**src/sv/ctbt_pkg.sv**
```systemverilog
// Shared types, constants and the microprogram of the tree traversal block.
// No dependencies; used by ctbt_seq, ctbt_dp and complete_binary_tree_traversal.
package ctbt_pkg;

    localparam int CAPACITY = 32;
    localparam int CHAR_W   = 8;
    localparam int STEP_W   = 5;

    typedef struct packed {
        logic              op;
        logic [CHAR_W-1:0] char_value;
        logic [1:0]        walk_order;
    } t_in_item;

    typedef struct packed {
        logic              kind;
        logic              status;
        logic [CHAR_W-1:0] node_char;
        logic              last;
    } t_out_item;

    localparam logic OP_LOAD     = 1'b0;
    localparam logic OP_TRAVERSE = 1'b1;

    localparam logic [1:0] ORD_IN     = 2'd0;
    localparam logic [1:0] ORD_PRE    = 2'd1;
    localparam logic [1:0] ORD_POST   = 2'd2;
    // Walk order with no meaning; a traverse request with it answers nothing.
    localparam logic [1:0] ORD_UNUSED = 2'd3;

    localparam logic KIND_ACK  = 1'b0;
    localparam logic KIND_CHAR = 1'b1;

    localparam logic ST_STORED  = 1'b0;
    localparam logic ST_DROPPED = 1'b1;

    // Datapath operations on the node number register.
    typedef enum logic [2:0] {
        DP_NOP,
        DP_DBL,    // i = 2i
        DP_DBL1,   // i = 2i + 1
        DP_HALF,   // i = i / 2
        DP_INC,    // i = i + 1
        DP_ZERO    // i = 0, walk finished
    } t_dp_op;

    // Branch conditions.
    typedef enum logic [3:0] {
        C_ALWAYS,
        C_ORD0,
        C_ORD1,
        C_LEFT,      // 2i <= n
        C_RIGHT,     // 2i + 1 <= n
        C_LE1,       // i <= 1
        C_EVEN_SIB,  // i even and i + 1 <= n
        C_ODD_GT1,   // i odd and i > 1
        C_PUP,       // i > 1 and (i odd or i + 1 > n)
        C_GT1,       // i > 1
        C_NZ         // i != 0
    } t_cond;

    // Flags from the datapath, sampled by the sequencer.
    typedef struct packed {
        logic left;
        logic right;
        logic le1;
        logic even_sib;
        logic odd_gt1;
        logic pup;
        logic gt1;
        logic nz;
    } t_flags;

    // Control from the sequencer to the datapath.
    typedef struct packed {
        t_dp_op op;
        logic   rd;
        logic   emit;
    } t_ctrl;

    // One microinstruction: when cond holds, apply op and jump to tgt;
    // otherwise fall through. rd and emit act whatever the condition.
    typedef struct packed {
        t_cond             cond;
        t_dp_op            op;
        logic [STEP_W-1:0] tgt;
        logic              rd;
        logic              emit;
        logic              done;
    } t_uword;

    localparam logic [STEP_W-1:0] S_ENTRY = STEP_W'(0);
    localparam logic [STEP_W-1:0] S_FDL   = STEP_W'(1);
    localparam logic [STEP_W-1:0] S_VISIT = STEP_W'(2);
    localparam logic [STEP_W-1:0] S_POST  = STEP_W'(4);
    localparam logic [STEP_W-1:0] S_DL    = STEP_W'(7);
    localparam logic [STEP_W-1:0] S_EMIT  = STEP_W'(8);
    localparam logic [STEP_W-1:0] S_DONE  = STEP_W'(9);
    localparam logic [STEP_W-1:0] S_IN    = STEP_W'(10);
    localparam logic [STEP_W-1:0] S_INUP  = STEP_W'(11);
    localparam logic [STEP_W-1:0] S_PRE   = STEP_W'(13);
    localparam logic [STEP_W-1:0] S_PREUP = STEP_W'(14);

    function automatic t_uword uw(t_cond c, t_dp_op o, logic [STEP_W-1:0] t,
                                  logic rd, logic emit, logic done);
        t_uword w;
        w.cond = c;
        w.op   = o;
        w.tgt  = t;
        w.rd   = rd;
        w.emit = emit;
        w.done = done;
        return w;
    endfunction

    // Microprogram: each visit reads the node, computes the successor,
    // then emits the node with last set when the successor is zero.
    function automatic t_uword rom_word(logic [STEP_W-1:0] step);
        t_uword w;
        case (step)
            5'd0:    w = uw(C_ORD1,     DP_NOP,  S_VISIT, 1'b0, 1'b0, 1'b0);
            5'd1:    w = uw(C_LEFT,     DP_DBL,  S_FDL,   1'b0, 1'b0, 1'b0);
            5'd2:    w = uw(C_ORD1,     DP_NOP,  S_PRE,   1'b1, 1'b0, 1'b0);
            5'd3:    w = uw(C_ORD0,     DP_NOP,  S_IN,    1'b0, 1'b0, 1'b0);
            5'd4:    w = uw(C_LE1,      DP_ZERO, S_EMIT,  1'b0, 1'b0, 1'b0);
            5'd5:    w = uw(C_EVEN_SIB, DP_INC,  S_DL,    1'b0, 1'b0, 1'b0);
            5'd6:    w = uw(C_ALWAYS,   DP_HALF, S_EMIT,  1'b0, 1'b0, 1'b0);
            5'd7:    w = uw(C_LEFT,     DP_DBL,  S_DL,    1'b0, 1'b0, 1'b0);
            5'd8:    w = uw(C_NZ,       DP_NOP,  S_VISIT, 1'b0, 1'b1, 1'b0);
            5'd9:    w = uw(C_ALWAYS,   DP_NOP,  S_DONE,  1'b0, 1'b0, 1'b1);
            5'd10:   w = uw(C_RIGHT,    DP_DBL1, S_DL,    1'b0, 1'b0, 1'b0);
            5'd11:   w = uw(C_ODD_GT1,  DP_HALF, S_INUP,  1'b0, 1'b0, 1'b0);
            5'd12:   w = uw(C_ALWAYS,   DP_HALF, S_EMIT,  1'b0, 1'b0, 1'b0);
            5'd13:   w = uw(C_LEFT,     DP_DBL,  S_EMIT,  1'b0, 1'b0, 1'b0);
            5'd14:   w = uw(C_PUP,      DP_HALF, S_PREUP, 1'b0, 1'b0, 1'b0);
            5'd15:   w = uw(C_GT1,      DP_INC,  S_EMIT,  1'b0, 1'b0, 1'b0);
            5'd16:   w = uw(C_ALWAYS,   DP_ZERO, S_EMIT,  1'b0, 1'b0, 1'b0);
            default: w = uw(C_ALWAYS,   DP_NOP,  S_DONE,  1'b0, 1'b0, 1'b1);
        endcase
        return w;
    endfunction

endpackage

```
**src/sv/ctbt_seq.sv**
```systemverilog
// Microcode sequencer: step counter, program table and branch logic.
// Depends on ctbt_pkg.
module ctbt_seq (
    input  logic              i_clk,
    input  logic              i_rst_n,
    input  logic              i_go,
    input  logic [1:0]        i_order,
    input  ctbt_pkg::t_flags  i_flags,
    output ctbt_pkg::t_ctrl   o_ctrl,
    output logic              o_run
);

    logic [ctbt_pkg::STEP_W-1:0] r_step, n_step;
    logic                        r_run, n_run;
    logic [1:0]                  r_order, n_order;
    ctbt_pkg::t_uword            w;
    logic                        take;

    always_comb begin
        w = ctbt_pkg::rom_word(r_step);
        case (w.cond)
            ctbt_pkg::C_ALWAYS:   take = 1'b1;
            ctbt_pkg::C_ORD0:     take = (r_order == ctbt_pkg::ORD_IN);
            ctbt_pkg::C_ORD1:     take = (r_order == ctbt_pkg::ORD_PRE);
            ctbt_pkg::C_LEFT:     take = i_flags.left;
            ctbt_pkg::C_RIGHT:    take = i_flags.right;
            ctbt_pkg::C_LE1:      take = i_flags.le1;
            ctbt_pkg::C_EVEN_SIB: take = i_flags.even_sib;
            ctbt_pkg::C_ODD_GT1:  take = i_flags.odd_gt1;
            ctbt_pkg::C_PUP:      take = i_flags.pup;
            ctbt_pkg::C_GT1:      take = i_flags.gt1;
            ctbt_pkg::C_NZ:       take = i_flags.nz;
            default:              take = 1'b0;
        endcase
    end

    always_comb begin
        o_ctrl.op   = (r_run && take) ? w.op : ctbt_pkg::DP_NOP;
        o_ctrl.rd   = r_run && w.rd;
        o_ctrl.emit = r_run && w.emit;
        o_run       = r_run;

        n_step  = r_step;
        n_run   = r_run;
        n_order = r_order;
        if (i_go) begin
            n_run   = 1'b1;
            n_step  = ctbt_pkg::S_ENTRY;
            n_order = i_order;
        end else if (r_run) begin
            if (w.done) begin
                n_run = 1'b0;
            end else if (take) begin
                n_step = w.tgt;
            end else begin
                n_step = r_step + 1'b1;
            end
        end
    end

    always_ff @(posedge i_clk) begin
        if (!i_rst_n) begin
            r_run  <= 1'b0;
            r_step <= ctbt_pkg::S_ENTRY;
        end else begin
            r_run  <= n_run;
            r_step <= n_step;
        end
        r_order <= n_order;
    end

endmodule

```
**src/sv/ctbt_dp.sv**
```systemverilog
// Datapath: node number register, node count, character store and result register.
// Depends on ctbt_pkg.
module ctbt_dp #(
    parameter int CAPACITY = ctbt_pkg::CAPACITY
) (
    input  logic                i_clk,
    input  logic                i_rst_n,
    input  logic                i_load,
    input  logic                i_go,
    input  logic [ctbt_pkg::CHAR_W-1:0] i_char,
    input  ctbt_pkg::t_ctrl     i_ctrl,
    output ctbt_pkg::t_flags    o_flags,
    output logic                o_empty,
    output logic                o_res_valid,
    output ctbt_pkg::t_out_item o_res
);

    localparam int NW = $clog2(CAPACITY + 1);
    localparam int AW = (CAPACITY > 1) ? $clog2(CAPACITY) : 1;

    logic [ctbt_pkg::CHAR_W-1:0] mem [CAPACITY];

    logic [NW-1:0]               r_node, n_node;
    logic [NW-1:0]               r_count;
    logic [ctbt_pkg::CHAR_W-1:0] r_rdata;
    logic                        r_res_valid;
    ctbt_pkg::t_out_item         r_res;

    logic [NW:0] node_x, count_x, twice, twice1, plus1;
    logic        full;
    logic [NW-1:0] rd_node;

    always_comb begin
        node_x  = {1'b0, r_node};
        count_x = {1'b0, r_count};
        twice   = {r_node, 1'b0};
        twice1  = {r_node, 1'b1};
        plus1   = node_x + 1'b1;

        o_flags.left     = (twice  <= count_x);
        o_flags.right    = (twice1 <= count_x);
        o_flags.le1      = (r_node <= NW'(1));
        o_flags.gt1      = !o_flags.le1;
        o_flags.even_sib = !r_node[0] && (plus1 <= count_x);
        o_flags.odd_gt1  = r_node[0] && o_flags.gt1;
        o_flags.pup      = o_flags.gt1 && (r_node[0] || (plus1 > count_x));
        o_flags.nz       = (r_node != '0);

        full    = (r_count == NW'(CAPACITY));
        o_empty = (r_count == '0);
        rd_node = r_node - 1'b1;

        case (i_ctrl.op)
            ctbt_pkg::DP_NOP:  n_node = r_node;
            ctbt_pkg::DP_DBL:  n_node = twice[NW-1:0];
            ctbt_pkg::DP_DBL1: n_node = twice1[NW-1:0];
            ctbt_pkg::DP_HALF: n_node = r_node >> 1;
            ctbt_pkg::DP_INC:  n_node = plus1[NW-1:0];
            ctbt_pkg::DP_ZERO: n_node = '0;
            default:           n_node = r_node;
        endcase
        if (i_go) begin
            n_node = NW'(1);
        end
    end

    // Store write on load, registered read on visit.
    always_ff @(posedge i_clk) begin
        if (i_load && !full) begin
            mem[r_count[AW-1:0]] <= i_char;
        end
        if (i_ctrl.rd) begin
            r_rdata <= mem[rd_node[AW-1:0]];
        end
    end

    always_ff @(posedge i_clk) begin
        if (!i_rst_n) begin
            r_count     <= '0;
            r_res_valid <= 1'b0;
        end else begin
            r_res_valid <= i_load || i_ctrl.emit;
            if (i_load && !full) begin
                r_count <= r_count + 1'b1;
            end
        end
        r_node <= n_node;
        if (i_load) begin
            r_res.kind      <= ctbt_pkg::KIND_ACK;
            r_res.status    <= full ? ctbt_pkg::ST_DROPPED : ctbt_pkg::ST_STORED;
            r_res.node_char <= '0;
            r_res.last      <= 1'b1;
        end else begin
            r_res.kind      <= ctbt_pkg::KIND_CHAR;
            r_res.status    <= ctbt_pkg::ST_STORED;
            r_res.node_char <= r_rdata;
            r_res.last      <= !o_flags.nz;
        end
    end

    assign o_res_valid = r_res_valid;
    assign o_res       = r_res;

endmodule

```
**src/sv/complete_binary_tree_traversal.sv**
```systemverilog
// Top level of the complete binary tree traversal block.
// Depends on ctbt_pkg, ctbt_seq and ctbt_dp.
//
// Usage: raise start with a request on i_req while busy is low. A load
// request appends one character in level order and answers one
// acknowledgement in the next cycle (status set when the store was full and
// the character was dropped); busy stays low, so loads can follow every
// cycle. A traverse request raises busy and emits one character per stored
// node in the chosen order, the final one marked by last. Each visit is
// walked by the microprogram, which steps the node number up or down by at
// most one tree level per cycle. A traverse of an empty tree or with order
// 3 answers nothing and leaves busy low. Results appear for exactly one
// cycle on o_res with o_res_valid high; the receiver cannot stall them,
// so it must take every strobe.
module complete_binary_tree_traversal #(
    parameter int CAPACITY = ctbt_pkg::CAPACITY
) (
    input  logic                i_clk,
    input  logic                i_rst_n,
    input  logic                start,
    input  ctbt_pkg::t_in_item  i_req,
    output logic                busy,
    output logic                o_res_valid,
    output ctbt_pkg::t_out_item o_res
);

    ctbt_pkg::t_flags flags;
    ctbt_pkg::t_ctrl  ctrl;
    logic             run;
    logic             empty;
    logic             accept;
    logic             load;
    logic             go;

    // Decode the accepted request: load goes straight to the datapath, a
    // valid traversal of a non-empty tree starts the microprogram.
    assign accept = start && !busy;
    assign load   = accept && (i_req.op == ctbt_pkg::OP_LOAD);
    assign go     = accept && (i_req.op == ctbt_pkg::OP_TRAVERSE) && !empty
                    && (i_req.walk_order != ctbt_pkg::ORD_UNUSED);
    assign busy   = run;

    ctbt_seq u_seq (
        .i_clk   (i_clk),
        .i_rst_n (i_rst_n),
        .i_go    (go),
        .i_order (i_req.walk_order),
        .i_flags (flags),
        .o_ctrl  (ctrl),
        .o_run   (run)
    );

    ctbt_dp #(
        .CAPACITY (CAPACITY)
    ) u_dp (
        .i_clk       (i_clk),
        .i_rst_n     (i_rst_n),
        .i_load      (load),
        .i_go        (go),
        .i_char      (i_req.char_value),
        .i_ctrl      (ctrl),
        .o_flags     (flags),
        .o_empty     (empty),
        .o_res_valid (o_res_valid),
        .o_res       (o_res)
    );

endmodule

```
**config.mk**
```make
export PLATFORM = sky130hd
export DESIGN_NAME = complete_binary_tree_traversal
export DESIGN_NICKNAME = d
export VERILOG_FILES = /design/src/sv/ctbt_pkg.sv /design/src/sv/ctbt_seq.sv /design/src/sv/ctbt_dp.sv /design/src/sv/complete_binary_tree_traversal.sv
export SDC_FILE = /design/constraint.sdc
export NUM_CORES = 1
export LEC_CHECK = 0
export ABC_AREA = 1
export BUFFER_PORTS_ARGS = -buffer_cell sky130_fd_sc_hd__buf_2
export CAP_MARGIN = 5
export CORE_AREA = 2 2 259 197
export CTS_BUF_LIST = sky130_fd_sc_hd__clkbuf_4 sky130_fd_sc_hd__clkbuf_8 sky130_fd_sc_hd__clkbuf_16
export DETAILED_ROUTE_END_ITERATION = 8
export DIE_AREA = 0 0 261 199
export PLACE_DENSITY_LB_ADDON = 0.15
export SYNTH_ARGS = -nofsm -noshare
export SYNTH_HDL_FRONTEND = slang
export SYNTH_SLANG_ARGS = --single-unit
```
**constraint.sdc**
```tcl
create_clock -name i_clk -period 5.71 [get_ports i_clk]
set_input_delay 1.142 -clock i_clk [delete_from_list [all_inputs] [get_ports i_clk]]
set_output_delay 1.142 -clock i_clk [all_outputs]
set_load 0.01 [all_outputs]
```
Yosys cells after proc, flatten, opt, wreduce, memory -nomap -nowiden
Memory sizes are Yosys's and may differ from the RTL's. A register that Yosys moved wholly into a read port is not among the register bits.
Index checks and enable logic that the tools add are counted.
{"block": "totals", "reg_bits": 32, "latchBits": 0, "ramBits": 256, "rom_bits": 448, "in_bits": 14, "output_inout_bits": 13, "memories": 2}
{"memory": "(no name shown)", "words": 32, "word_bits": 14, "read_ports": 1, "rd_ports_with_merged_regs": 1, "wr": 0, "line_no": "ctbt_pkg.sv:120", "source": "case (step)"}
{"memory": "u_dp.mem", "words": 32, "word_bits": 8, "read_ports": 1, "rd_ports_with_merged_regs": 1, "wr": 1, "line_no": "ctbt_dp.sv:21", "source": "logic [ctbt_pkg::CHAR_W-1:0] mem [CAPACITY];"}
{"block": "op_classes", "n_addsub": 4, "mul": 0, "n_div": 0, "magnitude_cmp": 5, "eq_ne": 18, "shift": 0, "n_mux": 13, "bitwise_logic": 3, "reduce_logical": 27}
{"cell": "one-hot mux 6 bit (5 select lines)", "n": 1}
{"cell": "<= comparator 7 x 6 -> 1 bit", "n": 3}
{"cell": "== test 4 x 3 -> 1 bit, second input constant", "n": 4}
{"cell": "two-way mux 5 bit", "n": 3}
{"cell": "== test 4 bit, second input constant", "n": 3}
{"cell": "logical AND 1 bit", "n": 12}
{"cell": "two-way mux 11 bit", "n": 1}
{"cell": "one-hot mux 1 bit (11 select lines)", "n": 1}
{"cell": "== test 4 x 2 -> 1 bit, second input constant", "n": 2}
{"cell": "adder 6 x 1 -> 7 bit, second input constant", "n": 1}
{"cell": "> comparator 7 x 6 -> 1 bit", "n": 1}
{"cell": "adder 6 x 1 -> 6 bit, second input constant", "n": 1}
{"cell": "== test 3 x 2 -> 1 bit, second input constant", "n": 2}
{"cell": "== test 3 bit, second input constant", "n": 2}
{"cell": "== test 6 bit, second input constant", "n": 1}
{"cell": "<= comparator 6 x 1 -> 1 bit, second input constant", "n": 1}
{"cell": "zero test 1 bit", "n": 6}
{"cell": "zero test 6 bit", "n": 1}
{"cell": "two-way mux 1 bit", "n": 6}
{"cell": "nonzero test 6 bit", "n": 1}
{"cell": "adder 5 x 1 -> 5 bit, second input constant", "n": 1}
{"cell": "nonzero test 5 bit", "n": 1}
{"cell": "subtractor 5 x 1 -> 5 bit, second input constant", "n": 1}
{"cell": "== test 4 x 1 -> 1 bit, second input constant", "n": 1}
{"cell": "10 further kinds", "n": 13}

Depth between registers and ports, before layout
Gate-level depths: netlist of the first run.
{"block": "depth", "depth_word": 9, "depth_mapped": 28, "mapped_depth_nobuf": 26}

Modules after synthesis
From an unflattened synthesis of the first run, not the netlist that was laid out.
{"block": "unflattened", "cells_unflattened": 1539, "hier_area_um2": 14511.4}
{"module": "ctbt_dp", "n_inst": 1, "cells_each": 1338, "area_each_um2": 13103.8, "seq_area_each_um2": 8408.1}
{"module": "ctbt_seq", "n_inst": 1, "cells_each": 193, "area_each_um2": 1368.8, "seq_area_each_um2": 460.4}
{"module": "complete_binary_tree_traversal", "n_inst": 1, "cells_each": 8, "area_each_um2": 38.8, "seq_area_each_um2": 0.0}

Worst setup path after synthesis of the first run
No wires, ideal clock.
{"block": "synth_timing", "path_kind": "register -> register", "start": "reg u_dp.r_node[0]", "end": "reg u_seq.w[8] (netlist name)", "setup_ps": 113, "arrival_time_ps": 3263, "required_ps": 5597, "path_slack_ps": 2334, "path_stages_with_launch": 23, "path_buffers": 3, "path_cell_list": "dfxtp_1 > buf_2 > inv_2 > clkbuf_1 > clkbuf_1 > ha_1 > ha_1 > and3_1 > nand3_1 > nand2_1 > nand3_1 > nand2_1 > nand2_2 > nand2_4 > nand2_1 > nand3_1 > nand2_2 > inv_1 > ha_1 > nand2_1 > nor2_1 > nor2_1 > nand2_1"}
{"block": "synth_between", "elab_chain_cells": 8, "elab_cells_between_ends": 17}
{"element": "from (decl)", "line_no": "ctbt_dp.sv:23", "source": "logic [NW-1:0] r_node, n_node;"}
{"element": "from (signal assigned)", "line_no": "ctbt_dp.sv:87", "source": "r_node <= n_node;"}
{"element": "adder 6 x 1 -> 7 bit", "line_no": "ctbt_dp.sv:38", "source": "plus1 = node_x + 1'b1;"}
{"element": "> comparator 7 x 6 -> 1 bit", "line_no": "ctbt_dp.sv:46", "source": "o_flags.pup = o_flags.gt1 && (r_node[0] || (plus1 > count_x));"}
{"element": "logical OR 1 bit", "line_no": "ctbt_dp.sv:46"}
{"element": "logical AND 1 bit", "line_no": "ctbt_dp.sv:46"}
{"element": "one-hot mux 1 bit (11 select lines) *", "line_no": "ctbt_seq.sv:21", "source": "case (w.cond)"}
{"element": "two-way mux 5 bit *", "line_no": "ctbt_seq.sv:53", "source": "end else if (take) begin"}
{"element": "two-way mux 5 bit (no line) * (2 in series)"}
Every way passes the cells marked *; elsewhere a longest branch is shown, timed or not.
A chain may end at the register's enable or synchronous reset.

Worst setup path after layout of the first run
{"block": "layout_timing", "start": "reg u_dp.r_node[0]", "end": "reg u_seq.w[12] (netlist name)"}
{"block": "layout_between", "elab_chain_cells": 8, "elab_cells_between_ends": 17}
{"element": "adder 6 x 1 -> 7 bit", "line_no": "ctbt_dp.sv:38"}
{"element": "> comparator 7 x 6 -> 1 bit", "line_no": "ctbt_dp.sv:46"}
{"element": "logical OR 1 bit", "line_no": "ctbt_dp.sv:46"}
{"element": "logical AND 1 bit", "line_no": "ctbt_dp.sv:46"}
{"element": "one-hot mux 1 bit (11 select lines) *", "line_no": "ctbt_seq.sv:21"}
{"element": "two-way mux 5 bit *", "line_no": "ctbt_seq.sv:53"}
{"element": "two-way mux 5 bit (no line) * (2 in series)"}
Marks and branches as above.

==> results.json, run 1 <==
{
  "power_density_nw_per_um2": 372,
  "cts_resized": 0,
  "cp-end-kind": "register",
  "clock_skew_ps": 19.9,
  "synth_nets": 1172,
  "ys_seq_area_share_pct": 67.1,
  "dieWidth_microns": 261,
  "core_area_sq_um": 49600,
  "rows": 71,
  "fmax_mhz": 269,
  "instances_no_fill": 1835,
  "grt-ovfl-total": 0,
  "reg2reg_slack_ps": 1990,
  "crit_type": "reg2reg",
  "drive_gt1_share_pct": 11.7,
  "routed-via-count": 8552,
  "synth_top_flop_cell": "edfxtp_1",
  "ys_ff_latch": 310,
  "hold_path_class": "reg2reg",
  "grt_pass1_wl_microns": 54400,
  "routed_wl_microns": 36200,
  "fin_util_pct": 30.8,
  "cts.sinks": 310,
  "place_inst": 1772,
  "grt_pass1_vias": 8153,
  "top_level_ports": 27,
  "area_delta_synth_final_pct": 15.6,
  "yosysTopAreaCell": "edfxtp_1",
  "fp.dieH_microns": 199,
  "drc": 0,
  "slew_viol_final": 0,
  "rsz0062_at_grt": "no",
  "antenna_found_initial": 1,
  "arrival_ps": 4170,
  "crit_chain": "nand3_1, nor3_1, xor2_1, inv_1, ha_1, nand2_1, nor2_1, nand3_1, nand2_1, nand3_1, nand2_1, nand2_2, nand2_4, nand2_1, nand3_1, nand3_2, ha_1, inv_1, nand2_1, nand2_1, nand2_1, a21oi_1",
  "avgRoutedWirePerCell_microns": 19.7,
  "htree_levels": 2,
  "yosysMostFrequentCell": "edfxtp_1",
  "antenna_cells": 0,
  "port_buffers": 26,
  "setup_viol": 0,
  "cp-start-kind": "register",
  "grtUsageTotal_pct": 14.1,
  "cts_setup_buffers": 0,
  "initial_core_util_pct": 26.7,
  "fin_setup_tns_ps": 0,
  "relSlewSlack_pct": 33.4,
  "period_share_pct": 65.2,
  "cpMostUsedCell": "nand2_1",
  "synth.area.top_cells": "edfxtp_1 60%, dfxtp_1 6.7%, nor2_1 6.3%",
  "cts_hold_buf": 0,
  "critical_path_required_ps": 6160,
  "place_area_sq_um": 14100,
  "routabilityCongestion": 0.783,
  "status": "finished clean",
  "num-fill-cells": 5092,
  "cts_tree": "yes",
  "dp_hpwl_microns": 22800,
  "clock_path_buffers": 3,
  "syn_area_sq_um": 13200,
  "syn_area_per_cell_sq_um": 11.7,
  "ir_drop_mv": 0.202,
  "nNetsFinal": 1193,
  "clk_latency_ps": 530,
  "fin_crit_ps": 3720,
  "final_cell_area_sq_um": 15300,
  "grt_start_max_net_pins": 85,
  "dp_slack_ps": 1960,
  "ys_top_cells_by_count": "266 x edfxtp_1, 222 x nor2_1, 115 x nand2_1",
  "fin_ws_ps": 1990,
  "ant_nets": 0,
  "tightestPinTransition_ps": 998,
  "cts_root_buf": "clkbuf_16",
  "die_area_sq_um": 51900,
  "maxCapViolCount": 0,
  "finalHoldViolCount": 0,
  "via_per_inst": 4.66,
  "cp_slowest_cell": "dfxtp_4",
  "netlist_instances": 1131,
  "synthArstFlopShare_pct": 0,
  "numCtsBuffers": 35,
  "critPathMaxFanout": 54,
  "power.leakage_nw": 5.44,
  "drtIter0Drc": 796,
  "slowest_delay_ps": 790,
  "yosys_warnings": 0,
  "synth_cell_types": 41,
  "yosys.area.top_type_share_pct": 60.4,
  "clk_pin_slew_ps": 60,
  "synth_edf_count": 266,
  "first_pass_iters": 7
}
cell type report:
type	instances	area (sq um)	share of cell area, %
inverter	71	272	1.78
clock inverter	15	186	1.22
tap	657	822	5.38
sequential	310	8870	58.1
clock buffer	48	1050	6.84
multi-input combinational	698	3880	25.4
timing repair buffer	36	205	1.34
metal layers:
metal | vias to the layer above | wire length [microns] | track usage (%) | share of wire [%]
li1 | 4131 | - | - | -
met1 | 4210 | 19200 | 22.1 | 53
met2 | 168 | 14800 | 19.6 | 41
met3 | 43 | 1650 | 2.84 | 4.6
met4 | 0 | 561 | 3.18 | 1.5
met5 | - | 0 | 0 | 0
per-stage QoR:
step / total power, mW / hold slack (ps)
floorplan: 3.05 / 406
global placement: 3.34 / 454
detailed placement: 3.34 / 471
CTS: 5.75 / 486
global route: 5.92 / 507
finish: 5.68 / 484
worst max-delay path, delay by kind of cell (launching register included):
family	cells	cell delay, ps
and+or+nand+nor	16	1760
DFF	1	790
adders and majority gates	2	620
xor gates and xnor gates	1	160
buffers and inverters	2	160
AOI/OAI and AO/OA	1	140
logic make-up after synthesis:
logic type	count (synthesis)	synth area share, %
AND/OR/NAND/NOR	418	13.3
flip-flops	310	67.1
AO/OA/AOI/OAI	218	10.7
buffers and inverters	123	3.68
adder cells (fa/ha/maj)	27	2.56
multiplexers	25	1.89
XOR/XNOR	10	0.719
power by group:
| group | total [mW] | internal (mW) | switching (mW) |
|---|---|---|---|
| clock | 2.40 | 1.47 | 0.931 |
| combinational | 0.753 | 0.225 | 0.528 |
| sequential | 2.53 | 2.49 | 0.0379 |
| total | 5.68 | 4.19 | 1.50 |
cells in the final DEF (no fill, tap or decap), types with 5 or more instances in the layout:
cell       Yosys  layout
edfxtp_1     266     266
o21ai_1       10      10
clkbuf_8       0       6
a21oi_1       17      17
nor3_1         9       8
inv_2          9       8
clkbuf_4       0       5
nor2_2         6       6
buf_2          3      26
buf_4          1      10
ha_1          27      26
o21ai_0       91      91
dfxtp_1       44      43
o211ai_1      23      23
inv_1         60      60
nand3_1       39      39
a31oi_1        8       8
mux2i_1       25      25
nor2_1       222     222
clkbuf_16      0      37
o32ai_1       39      39
xor2_1         9       9
nand3_2        5       5
o221ai_1      25      25
nand2_1      115     115
nand2_2        7       7
registers in the layout, indices dropped and copies added (netlist names):
name              count
u_dp.mem            256
u_seq.w              14
u_dp.o_res           11
u_dp.r_rdata          8
u_dp.r_count          6
u_dp.r_node           6
u_seq.r_step          5
u_seq.r_order         2
u_dp.o_res_valid      1
u_seq.o_run           1
path summary, 6_finish.rpt:
kind	from	to	depth (start not counted)
hold reg to reg	u_dp.r_count[5]	u_dp.r_count[5]	1
hold / removal	u_dp.r_count[5]	u_dp.r_count[5]	1
setup / recovery	u_dp.r_node[0]	u_seq.w[12]	22
setup reg to reg	u_dp.r_node[0]	u_seq.w[12]	22
Note: power is estimated with default switching activity, not from simulation.
==> run 2, diff against run 1 <==
==> constraint.sdc (replaced) <==
create_clock -name i_clk -period 3.6 [get_ports i_clk]
set_input_delay 0.72 -clock i_clk [delete_from_list [all_inputs] [get_ports i_clk]]
set_output_delay 0.72 -clock i_clk [all_outputs]
set_load 0.01 [all_outputs]
==> run 2 against run 1 <==
  * Clock-buffer cell count decreased by 6
  * Fmax increased by 17%
  * Final area increased by 1.3%
  * Register-to-register slack got worse by 1600 ps
  * Highest routed layer unchanged
  * Critical path depth increased by 2
==> results.json, run 2 (synthesis results as in run 1) <==
{
  "finalHoldViolCount": 0,
  "cp-start-kind": "register",
  "largest_reg_flops": 256,
  "first_pass_iters": 5,
  "slew_viol_final": 0,
  "cts.sinks": 310,
  "drc": 0,
  "power_density_nw_per_um2": 568,
  "area_delta_synth_final_pct": 17.1,
  "r2r_cells": 24,
  "cts_setup_buffers": 0,
  "dieWidth_microns": 261,
  "routabilityCongestion": 0.804,
  "via_per_inst": 4.64,
  "clock_skew_ps": 19.5,
  "routed-via-count": 8712,
  "min_to": "u_seq.r_order[0]",
  "fin_setup_tns_ps": 0,
  "fp.dieH_microns": 199,
  "layout_commonest_cell": "edfxtp_1",
  "worstHoldStart": "i_req[0]",
  "cp_slowest_cell": "dfxtp_1",
  "status": "finished clean",
  "tightestPinTransition_ps": 812,
  "worst-path-buf-inv": 3,
  "grt-ovfl-total": 0,
  "design_power_total_mw": 8.80,
  "clock_path_buffers": 3,
  "mostFrequentLayoutCells": "266 x edfxtp_1, 222 x nor2_1, 115 x nand2_1",
  "rsz0062_at_grt": "no",
  "reg2reg_slack_ps": 420,
  "nNetsFinal": 1234,
  "clk_latency_ps": 530,
  "initial_core_util_pct": 26.7,
  "crit_chain": "nand3_1, nor3_1, xor2_1, inv_1, ha_1, nand2_1, nor2_1, nand2_1, nand2_1, nand2_1, nand3_1, nand2_1, nand2_2, nand2_4, nand2_1, nand3_1, nand2_2, inv_1, ha_1, inv_1, nand2_1, o21ai_2, nand2_1, a21oi_1",
  "fmax_mhz": 314,
  "port_buffers": 26,
  "maxCapViolCount": 0,
  "cp-end-kind": "register",
  "routed_wl_microns": 36500,
  "ant_nets": 0,
  "critPathMaxFanout": 9,
  "setup_viol": 0,
  "grt_pass1_vias": 8601,
  "hold_path_class": "in2reg",
  "drtIter0Drc": 709,
  "dp_slack_ps": 341,
  "power.leakage_nw": 5.60,
  "relSlewSlack_pct": 45.7,
  "grtUsageTotal_pct": 14.3,
  "cts_root_buf": "clkbuf_16",
  "grt_pass1_wl_microns": 55300,
  "numCtsBuffers": 35,
  "period_share_pct": 88.4,
  "grt_start_max_net_pins": 130,
  "core_area_sq_um": 49600,
  "fin_ws_ps": 416,
  "cts_tree": "yes",
  "fin_crit_ps": 3180,
  "drive_gt1_share_pct": 14.1,
  "top_level_ports": 27,
  "clk_pin_slew_ps": 60,
  "crit_family": "simple AND/OR/NAND/NOR gates",
  "arrival_ps": 3640,
  "cpMostUsedCell": "nand2_1",
  "rows": 71,
  "critical_path_required_ps": 4050,
  "crit_type": "reg2reg",
  "htree_levels": 2,
  "r2r-start": "u_dp.r_node[2]",
  "ir_drop_mv": 0.205,
  "slowest_delay_ps": 450,
  "avgRoutedWirePerCell_microns": 19.5,
  "antenna_found_initial": 0,
  "dp_hpwl_microns": 23100,
  "timing.rr.end": "u_seq.w[12]",
  "hold_depth": 1,
  "die_area_sq_um": 51900
}
-- run 2: cell count changes in the layout (fill, tap and decap cells not counted), sizes merged --
cell,previous run,this run
diode,0,1
buf,36,77
clkinvlp,2,1
clkbuf,48,42
inv,70,73
bufinv,4,3
clkinv,10,15
-- run 2: worst reg2reg max path, cell delays in order (launching register included) --
cell and delay, ps:
dfxtp_1 450, nand3_1 150, nor3_1 210, xor2_1 180, inv_1 70, ha_1 290
nand2_1 50, nor2_1 130, nand2_1 60, nand2_1 50, nand2_1 70, nand3_1 70
nand2_1 60, nand2_2 120, nand2_4 90, nand2_1 70, nand3_1 70, nand2_2 210
inv_1 140, ha_1 230, inv_1 60, nand2_1 50, o21ai_2 60, nand2_1 50
a21oi_1 110
-- run 2: metrics by stage --
step	util [%]	hold slack, ps	std cells	area [sq um]
final	31.2	398	1877	15500
after global routing	31.2	380	1876	15500
after CTS	31.2	374	1876	15500
after detailed placement	29.0	450	1813	14400
after global placement	29.0	439	1813	14400
after floorplan	-	406	1131	13200
-- run 2: worst max-delay path by stage --
stage	from	to	slack [ps]	cells past startpoint
finish	u_dp.r_node[2]	u_seq.w[12]	420	24
global route	u_dp.r_node[2]	u_seq.w[12]	9	24
CTS	u_dp.r_node[3]	u_seq.w[12]	300	24
detailed placement	u_dp.r_node[3]	u_seq.w[12]	340	24
global placement	u_dp.r_node[3]	u_seq.w[8]	390	23
floorplan	u_dp.r_node[0]	u_seq.w[8]	220	22
-- run 2: timing repair --
action                                  CTS  global route
endpoints found under the setup margin    0             4
hold buffers                              0             0
endpoints found under the hold margin     0             0
gates resized for setup                   0             1
-- run 2: per-layer routing --
| metal | vias to the layer above | routed length (microns) | GRT usage, % |
|---|---|---|---|
| met5 | - | 0 | 0 |
| met2 | 175 | 15400 | 21.0 |
| li1 | 4208 | - | - |
| met3 | 39 | 1830 | 2.60 |
| met4 | 0 | 509 | 3.01 |
| met1 | 4290 | 18800 | 21.8 |
-- run 2: final cells by class --
cell class,instances,area (sq um)
diodes,1,2.50
repair buffers,77,526
inverters,71,272
clock inverters,21,183
well taps,657,822
flip-flops and latches,310,8870
multi-input cells,698,3870
fillers,5044,34100
clock buffers,42,928
-- run 2: report_power, final --
| part | switching (mW) | total (mW) | leakage, nW | internal, mW |
|---|---|---|---|---|
| sequential | 0.0350 | 3.99 | 2.75 | 3.95 |
| combinational | 0.916 | 1.32 | 2.29 | 0.399 |
| clock | 1.43 | 3.49 | 0.553 | 2.06 |
| total | 2.38 | 8.80 | 5.60 | 6.41 |
